`config.mk`:
```
export PLATFORM = sky130hd
export DESIGN_NAME = quick_shift_cut_sequencer
export DESIGN_NICKNAME = d
export VERILOG_FILES = /design/src/rtl/core/qscs_pkg.sv /design/src/rtl/core/qscs_blink.sv /design/src/rtl/core/quick_shift_cut_sequencer.sv
export SDC_FILE = /design/constraint.sdc
export NUM_CORES = 1
export LEC_CHECK = 0
export BUFFER_PORTS_ARGS = -buffer_cell sky130_fd_sc_hd__buf_2
export CORE_UTILIZATION = 35
export DETAILED_ROUTE_END_ITERATION = 10
export RECOVER_POWER = 100
export SETUP_SLACK_MARGIN = 0.5
export SYNTH_ARGS = -nofsm -noshare
export SYNTH_HDL_FRONTEND = slang
export SYNTH_SLANG_ARGS = --single-unit
```
`constraint.sdc`:
```
create_clock -name i_clk -period 27.5 [get_ports i_clk]
set_clock_uncertainty 0.2 [all_clocks]
set_input_delay 2.75 -clock i_clk [delete_from_list [all_inputs] [get_ports i_clk]]
set_output_delay 2.75 -clock i_clk [all_outputs]
set_load 0.005 [all_outputs]
```
`src/rtl/core/qscs_pkg.sv`:
```
package qscs_pkg;

    // Sequencer phase, encoded as reported on the result beat
    typedef enum logic [2:0] {
        PH_LOCKED   = 3'd0,
        PH_IDLE     = 3'd1,
        PH_PENDING  = 3'd2,
        PH_CUTTING  = 3'd3,
        PH_COOLDOWN = 3'd4
    } t_phase;

    // LED drive selection handed to the blink unit
    typedef enum logic [1:0] {
        LED_STEADY = 2'd0,
        LED_SLOW   = 2'd1,
        LED_FAST   = 2'd2
    } t_led_mode;

    // Configuration register indexes
    localparam logic [1:0] CFG_DEBOUNCE = 2'd0;
    localparam logic [1:0] CFG_MAX_CUT  = 2'd1;
    localparam logic [1:0] CFG_COOLDOWN = 2'd2;

    localparam int unsigned CFG_W = 16;

    // Reset values of the configuration registers
    localparam logic [CFG_W-1:0] DEBOUNCE_RST = 16'd20;
    localparam logic [CFG_W-1:0] MAX_CUT_RST  = 16'd150;
    localparam logic [CFG_W-1:0] COOLDOWN_RST = 16'd300;

    // Blink half periods in ms (1 Hz and 5 Hz)
    localparam logic [CFG_W-1:0] SLOW_BLINK_MS = 16'd500;
    localparam logic [CFG_W-1:0] FAST_BLINK_MS = 16'd100;

endpackage

```
`src/rtl/core/qscs_blink.sv`:
```
module qscs_blink #(
    parameter int unsigned TIME_WIDTH = 32
) (
    input  logic                    i_clk,
    input  logic                    i_rst_n,
    input  logic                    i_tick,
    input  logic [TIME_WIDTH-1:0]   i_now,
    input  qscs_pkg::t_led_mode     i_mode,
    output logic                    o_led
);

    logic [TIME_WIDTH-1:0] r_last;
    logic                  r_level;
    logic [TIME_WIDTH-1:0] w_period;
    logic [TIME_WIDTH-1:0] w_elapsed;
    logic                  w_hit;
    logic                  w_blinking;

    always_comb begin
        w_blinking = 1'b1;
        w_period   = TIME_WIDTH'(qscs_pkg::SLOW_BLINK_MS);
        unique case (i_mode)
            qscs_pkg::LED_SLOW: w_period = TIME_WIDTH'(qscs_pkg::SLOW_BLINK_MS);
            qscs_pkg::LED_FAST: w_period = TIME_WIDTH'(qscs_pkg::FAST_BLINK_MS);
            qscs_pkg::LED_STEADY: w_blinking = 1'b0;
            default: w_blinking = 1'b0;
        endcase
    end

    assign w_elapsed = i_now - r_last;
    assign w_hit     = w_blinking && (w_elapsed >= w_period);
    assign o_led     = w_blinking ? (w_hit ? ~r_level : r_level) : 1'b1;

    always_ff @(posedge i_clk) begin
        if (!i_rst_n) begin
            r_last  <= '0;
            r_level <= 1'b0;
        end else if (i_tick && w_hit) begin
            r_last  <= i_now;
            r_level <= ~r_level;
        end
    end

endmodule

```
`src/rtl/core/quick_shift_cut_sequencer.sv`:
```
// Quick-shift ignition cut sequencer.
// Input stream (s_axis): one beat per update tick carrying the ms timestamp,
// shift sensor flags, cut permission, neutral/rpm flags and cut length.
// Output stream (m_axis): one result beat per input beat with the cut line,
// LED level, phase code and the shift_done / forced_off pulses.
// Config channel (i_cfg_*): writes debounce, max cut and cooldown times;
// o_cfg_ready is always high, index 3 is ignored.
// Latency: the result beat is valid the cycle after the input beat is taken.
// Throughput: one beat per cycle. The whole tick step (phase step, elapsed
// time compares, blink update) is combinational from the input beat into
// the result register, and the state registers load on the same edge.
// Reset (i_rst_n low, synchronous): phase locked, timers and blink state
// zero, configuration at 20/150/300 ms, no result pending.
// Receiver stall: the result register holds; s_axis_tready stays high only
// while the result register is empty or being drained in the same cycle.
module quick_shift_cut_sequencer #(
    parameter int unsigned TIME_WIDTH = 32
) (
    input  logic        i_clk,
    input  logic        i_rst_n,
    // tdata: now_ms[31:0], shift_pressed[32], shift_released[33],
    //        shift_allowed[34], neutral_seen[35], rpm_alive[36],
    //        cut_length_ms[52:37], zero pad [55:53]
    input  logic        s_axis_tvalid,
    output logic        s_axis_tready,
    input  logic [55:0] s_axis_tdata,
    // tdata: cut_active[0], led_lit[1], phase[4:2], shift_done[5],
    //        forced_off[6], zero pad [7]
    output logic        m_axis_tvalid,
    input  logic        m_axis_tready,
    output logic [7:0]  m_axis_tdata,
    input  logic        i_cfg_valid,
    output logic        o_cfg_ready,
    input  logic [1:0]  i_cfg_index,
    input  logic [15:0] i_cfg_data
);

    localparam int unsigned CW = qscs_pkg::CFG_W;

    // Config registers
    logic [CW-1:0] r_debounce;
    logic [CW-1:0] r_max_cut;
    logic [CW-1:0] r_cooldown;

    // Sequencer state
    qscs_pkg::t_phase      r_phase, n_phase;
    logic [TIME_WIDTH-1:0] r_pend_start, n_pend_start;
    logic [TIME_WIDTH-1:0] r_cut_start, n_cut_start;
    logic [CW-1:0]         r_cut_len, n_cut_len;
    logic [TIME_WIDTH-1:0] r_cool_start, n_cool_start;
    logic                  r_need_rel, n_need_rel;

    // Result register
    logic       r_out_valid;
    logic [7:0] r_out_data;

    // Unpacked input beat
    logic [TIME_WIDTH-1:0] w_now;
    logic                  w_pressed, w_released, w_allowed, w_neutral, w_rpm_ok;
    logic [CW-1:0]         w_len_in;
    logic                  w_accept;

    // Tick step
    qscs_pkg::t_phase      w_phase_a;
    logic [TIME_WIDTH-1:0] w_cool_start_a;
    logic                  w_need_rel_a;
    logic [TIME_WIDTH-1:0] w_d_cut, w_d_pend, w_d_cool;
    logic                  w_overrun, w_cut_end, w_done;
    qscs_pkg::t_led_mode   w_led_mode;
    logic                  w_led;

    assign w_now      = TIME_WIDTH'(s_axis_tdata[31:0]);
    assign w_pressed  = s_axis_tdata[32];
    assign w_released = s_axis_tdata[33];
    assign w_allowed  = s_axis_tdata[34];
    assign w_neutral  = s_axis_tdata[35];
    assign w_rpm_ok   = s_axis_tdata[36];
    assign w_len_in   = s_axis_tdata[52:37];

    assign s_axis_tready = !r_out_valid || m_axis_tready;
    assign w_accept      = s_axis_tvalid && s_axis_tready;
    assign o_cfg_ready   = 1'b1;

    // Wrapping elapsed times
    assign w_d_cut  = w_now - r_cut_start;
    assign w_d_pend = w_now - r_pend_start;

    // Overrun check precedes the phase step
    assign w_overrun      = (r_phase == qscs_pkg::PH_CUTTING) &&
                            (w_d_cut > TIME_WIDTH'(r_max_cut));
    assign w_phase_a      = w_overrun ? qscs_pkg::PH_COOLDOWN : r_phase;
    assign w_cool_start_a = w_overrun ? w_now : r_cool_start;
    assign w_d_cool       = w_now - w_cool_start_a;
    assign w_need_rel_a   = r_need_rel && !w_released;
    assign w_cut_end      = w_d_cut >= TIME_WIDTH'(r_cut_len);

    // Next state
    always_comb begin
        n_phase      = w_phase_a;
        n_pend_start = r_pend_start;
        n_cut_start  = r_cut_start;
        n_cut_len    = r_cut_len;
        n_cool_start = w_cool_start_a;
        n_need_rel   = w_need_rel_a;
        unique case (w_phase_a)
            qscs_pkg::PH_IDLE: begin
                if (!w_need_rel_a && w_pressed && w_allowed) begin
                    n_phase      = qscs_pkg::PH_PENDING;
                    n_pend_start = w_now;
                end
            end
            qscs_pkg::PH_PENDING: begin
                if (!w_pressed) begin
                    n_phase = qscs_pkg::PH_IDLE;
                end else if (w_d_pend >= TIME_WIDTH'(r_debounce)) begin
                    if (!w_allowed) begin
                        n_phase = qscs_pkg::PH_IDLE;
                    end else begin
                        n_phase     = qscs_pkg::PH_CUTTING;
                        n_cut_len   = w_len_in;
                        n_cut_start = w_now;
                        n_need_rel  = 1'b1;
                    end
                end
            end
            qscs_pkg::PH_CUTTING: begin
                if (w_cut_end) begin
                    n_phase      = qscs_pkg::PH_COOLDOWN;
                    n_cool_start = w_now;
                end
            end
            qscs_pkg::PH_COOLDOWN: begin
                if (w_d_cool >= TIME_WIDTH'(r_cooldown)) begin
                    n_phase = qscs_pkg::PH_IDLE;
                end
            end
            default: begin
                n_phase = w_neutral ? qscs_pkg::PH_IDLE : qscs_pkg::PH_LOCKED;
            end
        endcase
    end

    // Outputs of the step
    always_comb begin
        w_done = (w_phase_a == qscs_pkg::PH_CUTTING) && w_cut_end;
        if (n_phase == qscs_pkg::PH_CUTTING) begin
            w_led_mode = qscs_pkg::LED_STEADY;
        end else if (n_phase == qscs_pkg::PH_LOCKED) begin
            w_led_mode = qscs_pkg::LED_SLOW;
        end else if (!w_rpm_ok) begin
            w_led_mode = qscs_pkg::LED_FAST;
        end else begin
            w_led_mode = qscs_pkg::LED_STEADY;
        end
    end

    qscs_blink #(
        .TIME_WIDTH (TIME_WIDTH)
    ) u_blink (
        .i_clk   (i_clk),
        .i_rst_n (i_rst_n),
        .i_tick  (w_accept),
        .i_now   (w_now),
        .i_mode  (w_led_mode),
        .o_led   (w_led)
    );

    // Config writes
    always_ff @(posedge i_clk) begin
        if (!i_rst_n) begin
            r_debounce <= qscs_pkg::DEBOUNCE_RST;
            r_max_cut  <= qscs_pkg::MAX_CUT_RST;
            r_cooldown <= qscs_pkg::COOLDOWN_RST;
        end else if (i_cfg_valid) begin
            unique case (i_cfg_index)
                qscs_pkg::CFG_DEBOUNCE: r_debounce <= i_cfg_data;
                qscs_pkg::CFG_MAX_CUT:  r_max_cut  <= i_cfg_data;
                qscs_pkg::CFG_COOLDOWN: r_cooldown <= i_cfg_data;
                default: ;
            endcase
        end
    end

    // State update on each accepted beat
    always_ff @(posedge i_clk) begin
        if (!i_rst_n) begin
            r_phase      <= qscs_pkg::PH_LOCKED;
            r_pend_start <= '0;
            r_cut_start  <= '0;
            r_cut_len    <= '0;
            r_cool_start <= '0;
            r_need_rel   <= 1'b0;
        end else if (w_accept) begin
            r_phase      <= n_phase;
            r_pend_start <= n_pend_start;
            r_cut_start  <= n_cut_start;
            r_cut_len    <= n_cut_len;
            r_cool_start <= n_cool_start;
            r_need_rel   <= n_need_rel;
        end
    end

    // Result register
    always_ff @(posedge i_clk) begin
        if (!i_rst_n) begin
            r_out_valid <= 1'b0;
        end else if (w_accept) begin
            r_out_valid <= 1'b1;
        end else if (m_axis_tready) begin
            r_out_valid <= 1'b0;
        end
    end

    always_ff @(posedge i_clk) begin
        if (w_accept) begin
            r_out_data <= {1'b0, w_overrun, w_done, 3'(n_phase), w_led,
                           (n_phase == qscs_pkg::PH_CUTTING)};
        end
    end

    assign m_axis_tvalid = r_out_valid;
    assign m_axis_tdata  = r_out_data;

`ifndef SYNTHESIS
    // A cut never both completes and overruns on one tick
    a_done_xor_overrun: assert property (@(posedge i_clk) disable iff (!i_rst_n)
        w_accept |-> !(w_done && w_overrun))
        else $error("shift_done and forced_off on the same tick");

    // Cutting is entered from pending only
    a_cut_entry: assert property (@(posedge i_clk) disable iff (!i_rst_n)
        (w_accept && n_phase == qscs_pkg::PH_CUTTING && r_phase != qscs_pkg::PH_CUTTING)
        |-> r_phase == qscs_pkg::PH_PENDING)
        else $error("cut started outside pending");

    // Release latch arms only together with a new cut
    a_need_rel_arm: assert property (@(posedge i_clk) disable iff (!i_rst_n)
        $rose(r_need_rel) |-> r_phase == qscs_pkg::PH_CUTTING)
        else $error("release latch set without a cut");

    // Every accepted beat yields a result beat on the next cycle
    a_result_follows: assert property (@(posedge i_clk) disable iff (!i_rst_n)
        w_accept |=> r_out_valid)
        else $error("result beat missing after accept");
`endif

endmodule

```
# Word-level counts from Yosys, hierarchy flattened
# Index checks and enable logic that the tools add are counted.
[word_totals]
register_bits = 205
wordCells = 79
output_inout_bits = 11
[classes]
mux = 24
n_bitwise = 1
reduce_logical = 21
addsub = 4
n_lt_le_gt_ge = 5
n_eq_ne = 10
[ops]
columns = ["op", "n"]
rows = [
  ["$sub A32 B32 Y32", 4],
  ["$ge A32 B16 Y1", 3],
  ["$mux W32", 3],
  ["$ge A32 B9 Y1", 1],
  ["$gt A32 B16 Y1", 1],
  ["$mux W3", 6],
  ["$eq A3 B2 Y1 const B", 4],
  ["$pmux W3 S4", 1],
  ["$mux W1", 9],
  ["$mux W9", 1],
  ["$logic_and A1 B1 Y1", 8],
  ["$mux W2", 4],
  ["$reduce_and A2 Y1", 3],
  ["$reduce_and A5 Y1", 1],
  ["$eq A2 B1 Y1 const B", 2],
  ["$eq A2 B2 Y1 const B", 2],
  ["$eq A3 B1 Y1 const B", 1],
  ["$eq A3 B3 Y1 const B", 1],
  ["$logic_not A1 Y1", 3],
  ["$logic_not A3 Y1", 1],
  ["$reduce_and A3 Y1", 1],
  ["$logic_not A2 Y1", 1],
  ["$reduce_bool A2 Y1", 1],
  ["$reduce_or A2 Y1", 1],
  ["2 further kinds", 2],
]

# Depth between registers and ports, before layout
[logic_depth]
word_depth = 16
depth_mapped = 57
mapped_depth_nobuf = 54

# Hierarchy
# Synthesis repeated with hierarchy kept, for this count alone.
[hier_totals]
hier_cells = 2510
area_unflattened_um2 = 18971.9
[modules_own_cells]
columns = ["mod", "area_each_um2", "cells_per_inst", "instances"]
rows = [
  ["quick_shift_cut_sequencer", 14682.8, 1885, 1],
  ["qscs_blink", 4289.1, 625, 1],
]

# Worst setup path after synthesis
# No wires, ideal clock.
[synth_path]
path_type = "input -> register"
start = "input port s_axis_tdata[3]"
end = "register r_out_data[1] (netlist: m_axis_tdata[1]) (data pin)"
path_slack_ns = 14.427
required_ns = 27.044
path_stages = 54
arrival_time_ns = 12.617
setup_time_ns = 0.256
cell_sequence = "ha_1 > a21o_1 > a21oi_1 > nand2_1 > nand3_1 > nand2_1 > a21o_1 > a21oi_1 > xnor2_1 > ha_1 > a211o_1 > a221o_1 > a21oi_1 > a21oi_1 > a2111oi_1 > nand4b_1 > nor4_2 > nand4_1 > (+18 left out) > nor4_1 > nand3_1 > a211oi_1 > o211ai_2 > a21oi_1 > ha_1 > ha_1 > a2111oi_0 > nand4_1 > or4_1 > a41oi_1 > nand4b_1 > nor4b_2 > and4_1 > and4_4 > buf_12 > xnor2_1 > nand2b_1"
[synth_between]
elab_chain_cells = 16
[synth_rtl]
columns = ["element", "line", "rtl"]
rows = [
  ["from (decl)", "quick_shift_cut_sequencer.sv:26", "input logic [55:0] s_axis_tdata,"],
  ["$sub A32 B32 Y32", "quick_shift_cut_sequencer.sv:85", "assign w_d_cut = w_now - r_cut_start;"],
  ["$gt A32 B16 Y1", "quick_shift_cut_sequencer.sv:90", "(w_d_cut > TIME_WIDTH'(r_max_cut));"],
  ["$logic_and A1 B1 Y1", "quick_shift_cut_sequencer.sv:89", "assign w_overrun = (r_phase == qscs_pkg::PH_CUTTING) &&"],
  ["$mux W32", "quick_shift_cut_sequencer.sv:92", "assign w_cool_start_a = w_overrun ? w_now : r_cool_start;"],
  ["$sub A32 B32 Y32", "quick_shift_cut_sequencer.sv:93", "assign w_d_cool = w_now - w_cool_start_a;"],
  ["$ge A32 B16 Y1", "quick_shift_cut_sequencer.sv:133", "if (w_d_cool >= TIME_WIDTH'(r_cooldown)) begin"],
  ["$mux W3", "quick_shift_cut_sequencer.sv:133", ""],
  ["$pmux W3 S4 (*)", "quick_shift_cut_sequencer.sv:105", "unique case (w_phase_a)"],
  ["via n_phase[0]", "quick_shift_cut_sequencer.sv:46", "qscs_pkg::t_phase r_phase, n_phase;"],
  ["$logic_not A3 Y1", "quick_shift_cut_sequencer.sv:148", "end else if (n_phase == qscs_pkg::PH_LOCKED) begin"],
  ["$mux W2", "quick_shift_cut_sequencer.sv:148", ""],
  ["$mux W2 (*)", "quick_shift_cut_sequencer.sv:146", "if (n_phase == qscs_pkg::PH_CUTTING) begin"],
  ["$eq A2 B2 Y1 or $eq A2 B1 Y1 (tied branches)", "qscs_blink.sv:22", "unique case (i_mode)"],
  ["$mux W9 or $reduce_or A2 Y1 (tied branches)", "-", ""],
  ["$ge A32 B9 Y1 or $mux W1 (tied branches)", "qscs_blink.sv:31, qscs_blink.sv:22", ""],
  ["$logic_and A1 B1 Y1", "qscs_blink.sv:31", "assign w_hit = w_blinking && (w_elapsed >= w_period);"],
  ["$mux W1", "qscs_blink.sv:32", "assign o_led = w_blinking ? (w_hit ? ~r_level : r_level) : 1'b1;"],
  ["to (signal assigned)", "quick_shift_cut_sequencer.sv:216", "r_out_data <= {1'b0, w_overrun, w_done, 3'(n_phase), w_led,"],
  ["to (decl)", "quick_shift_cut_sequencer.sv:55", "logic [7:0] r_out_data;"],
]
# The timed path passes the listed nets; every way through them passes the cells marked *.
# A chain may end at the register's enable or synchronous reset.

# Worst setup path after layout
[layout_path]
start = "input port s_axis_tdata[0]"
end = "register u_blink.r_last[21]"
[layout_between]
elab_chain_cells = 16
[layout_rtl]
columns = ["element", "line", "rtl"]
rows = [
  ["$sub A32 B32 Y32", "quick_shift_cut_sequencer.sv:85", ""],
  ["$gt A32 B16 Y1", "quick_shift_cut_sequencer.sv:90", ""],
  ["$logic_and A1 B1 Y1", "quick_shift_cut_sequencer.sv:89", ""],
  ["$mux W32", "quick_shift_cut_sequencer.sv:92", ""],
  ["$sub A32 B32 Y32", "quick_shift_cut_sequencer.sv:93", ""],
  ["$ge A32 B16 Y1", "quick_shift_cut_sequencer.sv:133", ""],
  ["$mux W3", "quick_shift_cut_sequencer.sv:133", ""],
  ["$pmux W3 S4 (*)", "quick_shift_cut_sequencer.sv:105", ""],
  ["via n_phase[0]", "quick_shift_cut_sequencer.sv:46", ""],
  ["$logic_not A3 Y1", "quick_shift_cut_sequencer.sv:148", ""],
  ["$mux W2", "quick_shift_cut_sequencer.sv:148", ""],
  ["$mux W2 (*)", "quick_shift_cut_sequencer.sv:146", ""],
  ["$eq A2 B2 Y1 or $eq A2 B1 Y1 (tied branches)", "qscs_blink.sv:22", ""],
  ["$mux W9 or $reduce_or A2 Y1 (tied branches)", "-", ""],
  ["$ge A32 B9 Y1 or $mux W1 (tied branches)", "qscs_blink.sv:31, qscs_blink.sv:22", ""],
  ["$logic_and A1 B1 Y1 (*)", "qscs_blink.sv:31", ""],
  ["$logic_and A1 B1 Y1 (*)", "qscs_blink.sv:38", "end else if (i_tick && w_hit) begin"],
  ["to (signal assigned)", "qscs_blink.sv:39", "r_last <= i_now;"],
  ["to (decl)", "qscs_blink.sv:12", "logic [TIME_WIDTH-1:0] r_last;"],
]
# Marks and branches as above.

==> metrics.yaml <==
global_route.usage.total: 0.211
r2r.worst_path.cells: 52
type_of_the_worst_setup_path: "in -> reg"
power_report.internal_total_w: 0.000626
timing.fmax_mhz: 54.2
postRouteAntennaNets: 0
postSynth.asyncResetShare: 0
number_of_nets_in_the_layout: 2569
start_util: 0.356
detailedPlacementHpwl_mm: 40.8
grt_util_met3: 0.0218
synthToLayoutAreaGrowth_pct: 9.67
timing.final.max_slew_violations: 244
cts_hold_buffers: 0
crit_path_max_incr_delay_ns: 1.88
grt_pass1_wl_mm: 84.8
hp-class: "reg -> reg"
cts-root-to-sink-buffers: 3
drt_wl_total_mm: 53.8
cts-root-buf: "sky130_fd_sc_hd__clkbuf_16"
worstSetupStartpoint: "s_axis_tdata[0]"
holdPathStages: 2
post_cts_buffers: 0
run_status: "complete, but fails checks"
gr-total-overflow: 0
synth.net_count: 2554
powerDensity_nw_per_um2: 48.8
gpl_congestion: 0.912
number_of_synthesized_flops_with_an_enable_pin: 7
synth_top_area_share: 0.227
seq_area_frac_synth: 0.239
highest_net_fanout_along_the_worst_path: 36
cts_tree: "yes"
global_route.usage.met1: 0.289
violations_in_the_final_reports: "capacitance limit, slew limit"
unrepaired_setup_endpoints_after_global_routing: "false"
cp_data_required_time_ns: 27.68
avgViaCountPerCell: 5.45
hold_path.startpoint: "r_pend_start[8]"
syn_avg_cell_area_sq_um: 7.66
r2r-end: "u_blink.r_last[21]"
multiInputGateArea_sq_um: 12000
routed-via-count: 16221
antenna_cells: 0
cp-end-kind: "flop"
worst_hold_slack_ns: 0.249
setup_violation_total_in_the_final_timing_report: 0
global_route.peak_usage_layer: "met2"
critical_path_arrival_ns: 18.65
hold_path_end: "r_pend_start[8]"
final_hold_viol_count: 0
regToRegSetupSlack_ns: 11.58
first_global_vias: 15464
cell_with_the_largest_stage_delay_on_the_worst_path: "sky130_fd_sc_hd__clkbuf_1"
power.ir.vdd_worst_mv: 0.0410
post_cts_resized: 0
drt_iter0_drc: 1277
fillCellCount: 5103
leakage_nw: 7.53
timing.final.crit_share: 0.671
timing.max_slew.rel_slack: -2.61
fp.dieArea_sq_um: 50800
remaining_drc_errors: 0
crit-reg2reg-launch: "r_cut_start[1]"
ys.flop_type: "sky130_fd_sc_hd__dfxtp_1"
rows: 81
core_sq_um: 49100
number_of_h_tree_levels: 1
yosys.area.top_type: "sky130_fd_sc_hd__dfxtp_1"
die_w_microns: 225
pwr-share-seq: 0.334
cts_made_buffers: 27
worst_pin_slew_ns: 5.39
sw_frac_of_total: 0.331
setup-tns-final_ns: 0
syn-cell-area_sq_um: 17400
p_clk_frac: 0.393
synth_cell_types: 90
clock_sink_count: 205
timing.critical_path.mode_cell: "sky130_fd_sc_hd__ha_1"
globalRouteMet2Util: 0.350
count_of_state_elements_after_synthesis: 205
worst_skew_pair.late_latency_ns: 0.58
share_comb_of_total_power: 0.273
antenna_found_initial: 0
period_minus_slack_ns: 18.47
drive_above_1_share: 0.0826
grt_max_degree: 134
cp-start-kind: "primary input"
yosys_warnings: 0
cap_viol_max_count: 4
synth.top_cells.by_area: "sky130_fd_sc_hd__dfxtp_1, sky130_fd_sc_hd__ha_1, sky130_fd_sc_hd__mux2i_1, sky130_fd_sc_hd__a21oi_1, sky130_fd_sc_hd__nand2_1"
drt-wirelength-per-cell_microns: 18.1
drt-pass1-iter-count: 5
synthCells: 2277
flip_flop_and_latch_area_sq_um: 4170
clk_pin_slew_ns: 0.06
top_level_ports: 90
net-switching-power_w: 0.000309
die_h_microns: 225
io_buffers: 84
[layout make-up]
class | instances | share of cell area
clock inverter | 12 | 0.00713
timing repair buffer | 93 | 0.0245
clock buffer | 36 | 0.0413
multi-input combinational | 1772 | 0.628
tap | 664 | 0.0434
inverter | 193 | 0.0379
sequential | 205 | 0.218
[per-stage QoR]
step | instances | setup slack (ns) | utilization | instance area, sq um | total power (W)
floorplan | 2277 | 14.43 | - | 17400 | 0.000499
global placement | 2927 | 10.81 | 0.372 | 18300 | 0.000567
detailed placement | 2927 | 10.79 | 0.372 | 18300 | 0.000571
CTS | 2975 | 11.34 | 0.391 | 19200 | 0.000944
global route | 2975 | 7.65 | 0.390 | 19100 | 0.000987
finish | 2975 | 9.03 | 0.390 | 19100 | 0.000935
[logic make-up (layout without fill, tap and decap cells)]
family,after synthesis,count (layout),share of synthesized area
XOR/XNOR,81,81,0.0407
AO/OA/AOI/OAI,643,643,0.237
buffers and inverters,300,334,0.0727
adder cells (fa/ha/maj),198,198,0.144
AND/OR/NAND/NOR,724,724,0.195
other,2,2,0.000430
multiplexers,124,124,0.0713
flip-flops,205,205,0.239
[worst max-delay path: cells and delay by family]
| kind | cells | cell delay, ns |
|---|---|---|
| buffers and inverters | 3 | 2.51 |
| AND/OR/NAND/NOR | 19 | 5.20 |
| multiplexers | 1 | 0.36 |
| XOR/XNOR | 2 | 0.54 |
| adder cells (fa/ha/maj) | 7 | 2.34 |
| AO/OA/AOI/OAI | 19 | 4.88 |
[metal layers]
layer | part of all wire | routed length (microns)
met3 | 0.039 | 2120
met2 | 0.46 | 24600
met4 | 0.028 | 1510
met5 | 0 | 0
met1 | 0.48 | 25600
[synth_stat cells, drive strengths merged (5+ instances only)]
cell     count
ha         194
a211o       10
or2          8
xor2        31
nor2b       23
o22ai        7
nand3       75
mux2i      122
and4        13
nand2      263
inv        191
nor3        26
nand2b      22
a31oi       21
dfxtp      198
xnor2       50
or3         11
o211ai      33
o2111ai      9
o21a        24
and3        11
and2         8
o221ai       5
clkbuf      81
edfxtp       7
nor2       181
nand4b       5
buf         26
nand3b       9
a21o        52
o21ai      120
a211oi      25
a21oi      265
nand4       39
o31ai        6
o21bai      10
nor4        11
a21boi       5
[how the worst max path moves through the flow]
stage               slack (ns)  cells past startpoint                  to
floorplan                14.43                     54     m_axis_tdata[1]
CTS                      11.34                     53   u_blink.r_last[6]
finish                    9.03                     51  u_blink.r_last[21]
global placement         10.81                     53     u_blink.r_level
detailed placement       10.79                     53  u_blink.r_last[29]
global route              7.65                     52  u_blink.r_last[29]
[placed cells by master, fill, tap and decap left out, drive strengths merged, types with 9 or more instances in the layout]
master and count:
xnor2 50, buf 83, mux2i 122, a211oi 25, nand3b 9, a21oi 265
or3 11, a31oi 21, nand4 39, nor2 181, nand3 75, and4 13
dfxtp 198, clkbuf 46, xor2 31, a21o 52, o2111ai 9, nor3 26
o21bai 10, inv 193, ha 194, nor4 11, a211o 10, nand2 263
nor2b 23, and3 11, o211ai 33, o21ai 120, nand2b 22, o21a 24
[power by group through the flow]
stage	Clock, W	Sequential, W	Combinational (W)
2_1_floorplan	0	0.000317	0.000182
3_3_place_gp	0	0.000318	0.000248
3_5_place_dp	0	0.000319	0.000252
4_1_cts	0.000378	0.000312	0.000254
5_1_grt	0.000390	0.000313	0.000284
6_report	0.000367	0.000312	0.000255
[flip-flops by register name, summed over array words and instances, names as in the netlist, 3 cells and up]
| register | flops |
|---|---|
| r_cut_len | 16 |
| m_axis_tdata | 7 |
| r_cooldown | 16 |
| r_cut_start | 32 |
| r_debounce | 16 |
| r_cool_start | 32 |
| r_max_cut | 16 |
| r_phase | 3 |
| u_blink.r_last | 32 |
| r_pend_start | 32 |
No activity file was read; power rests on OpenSTA's default activity.
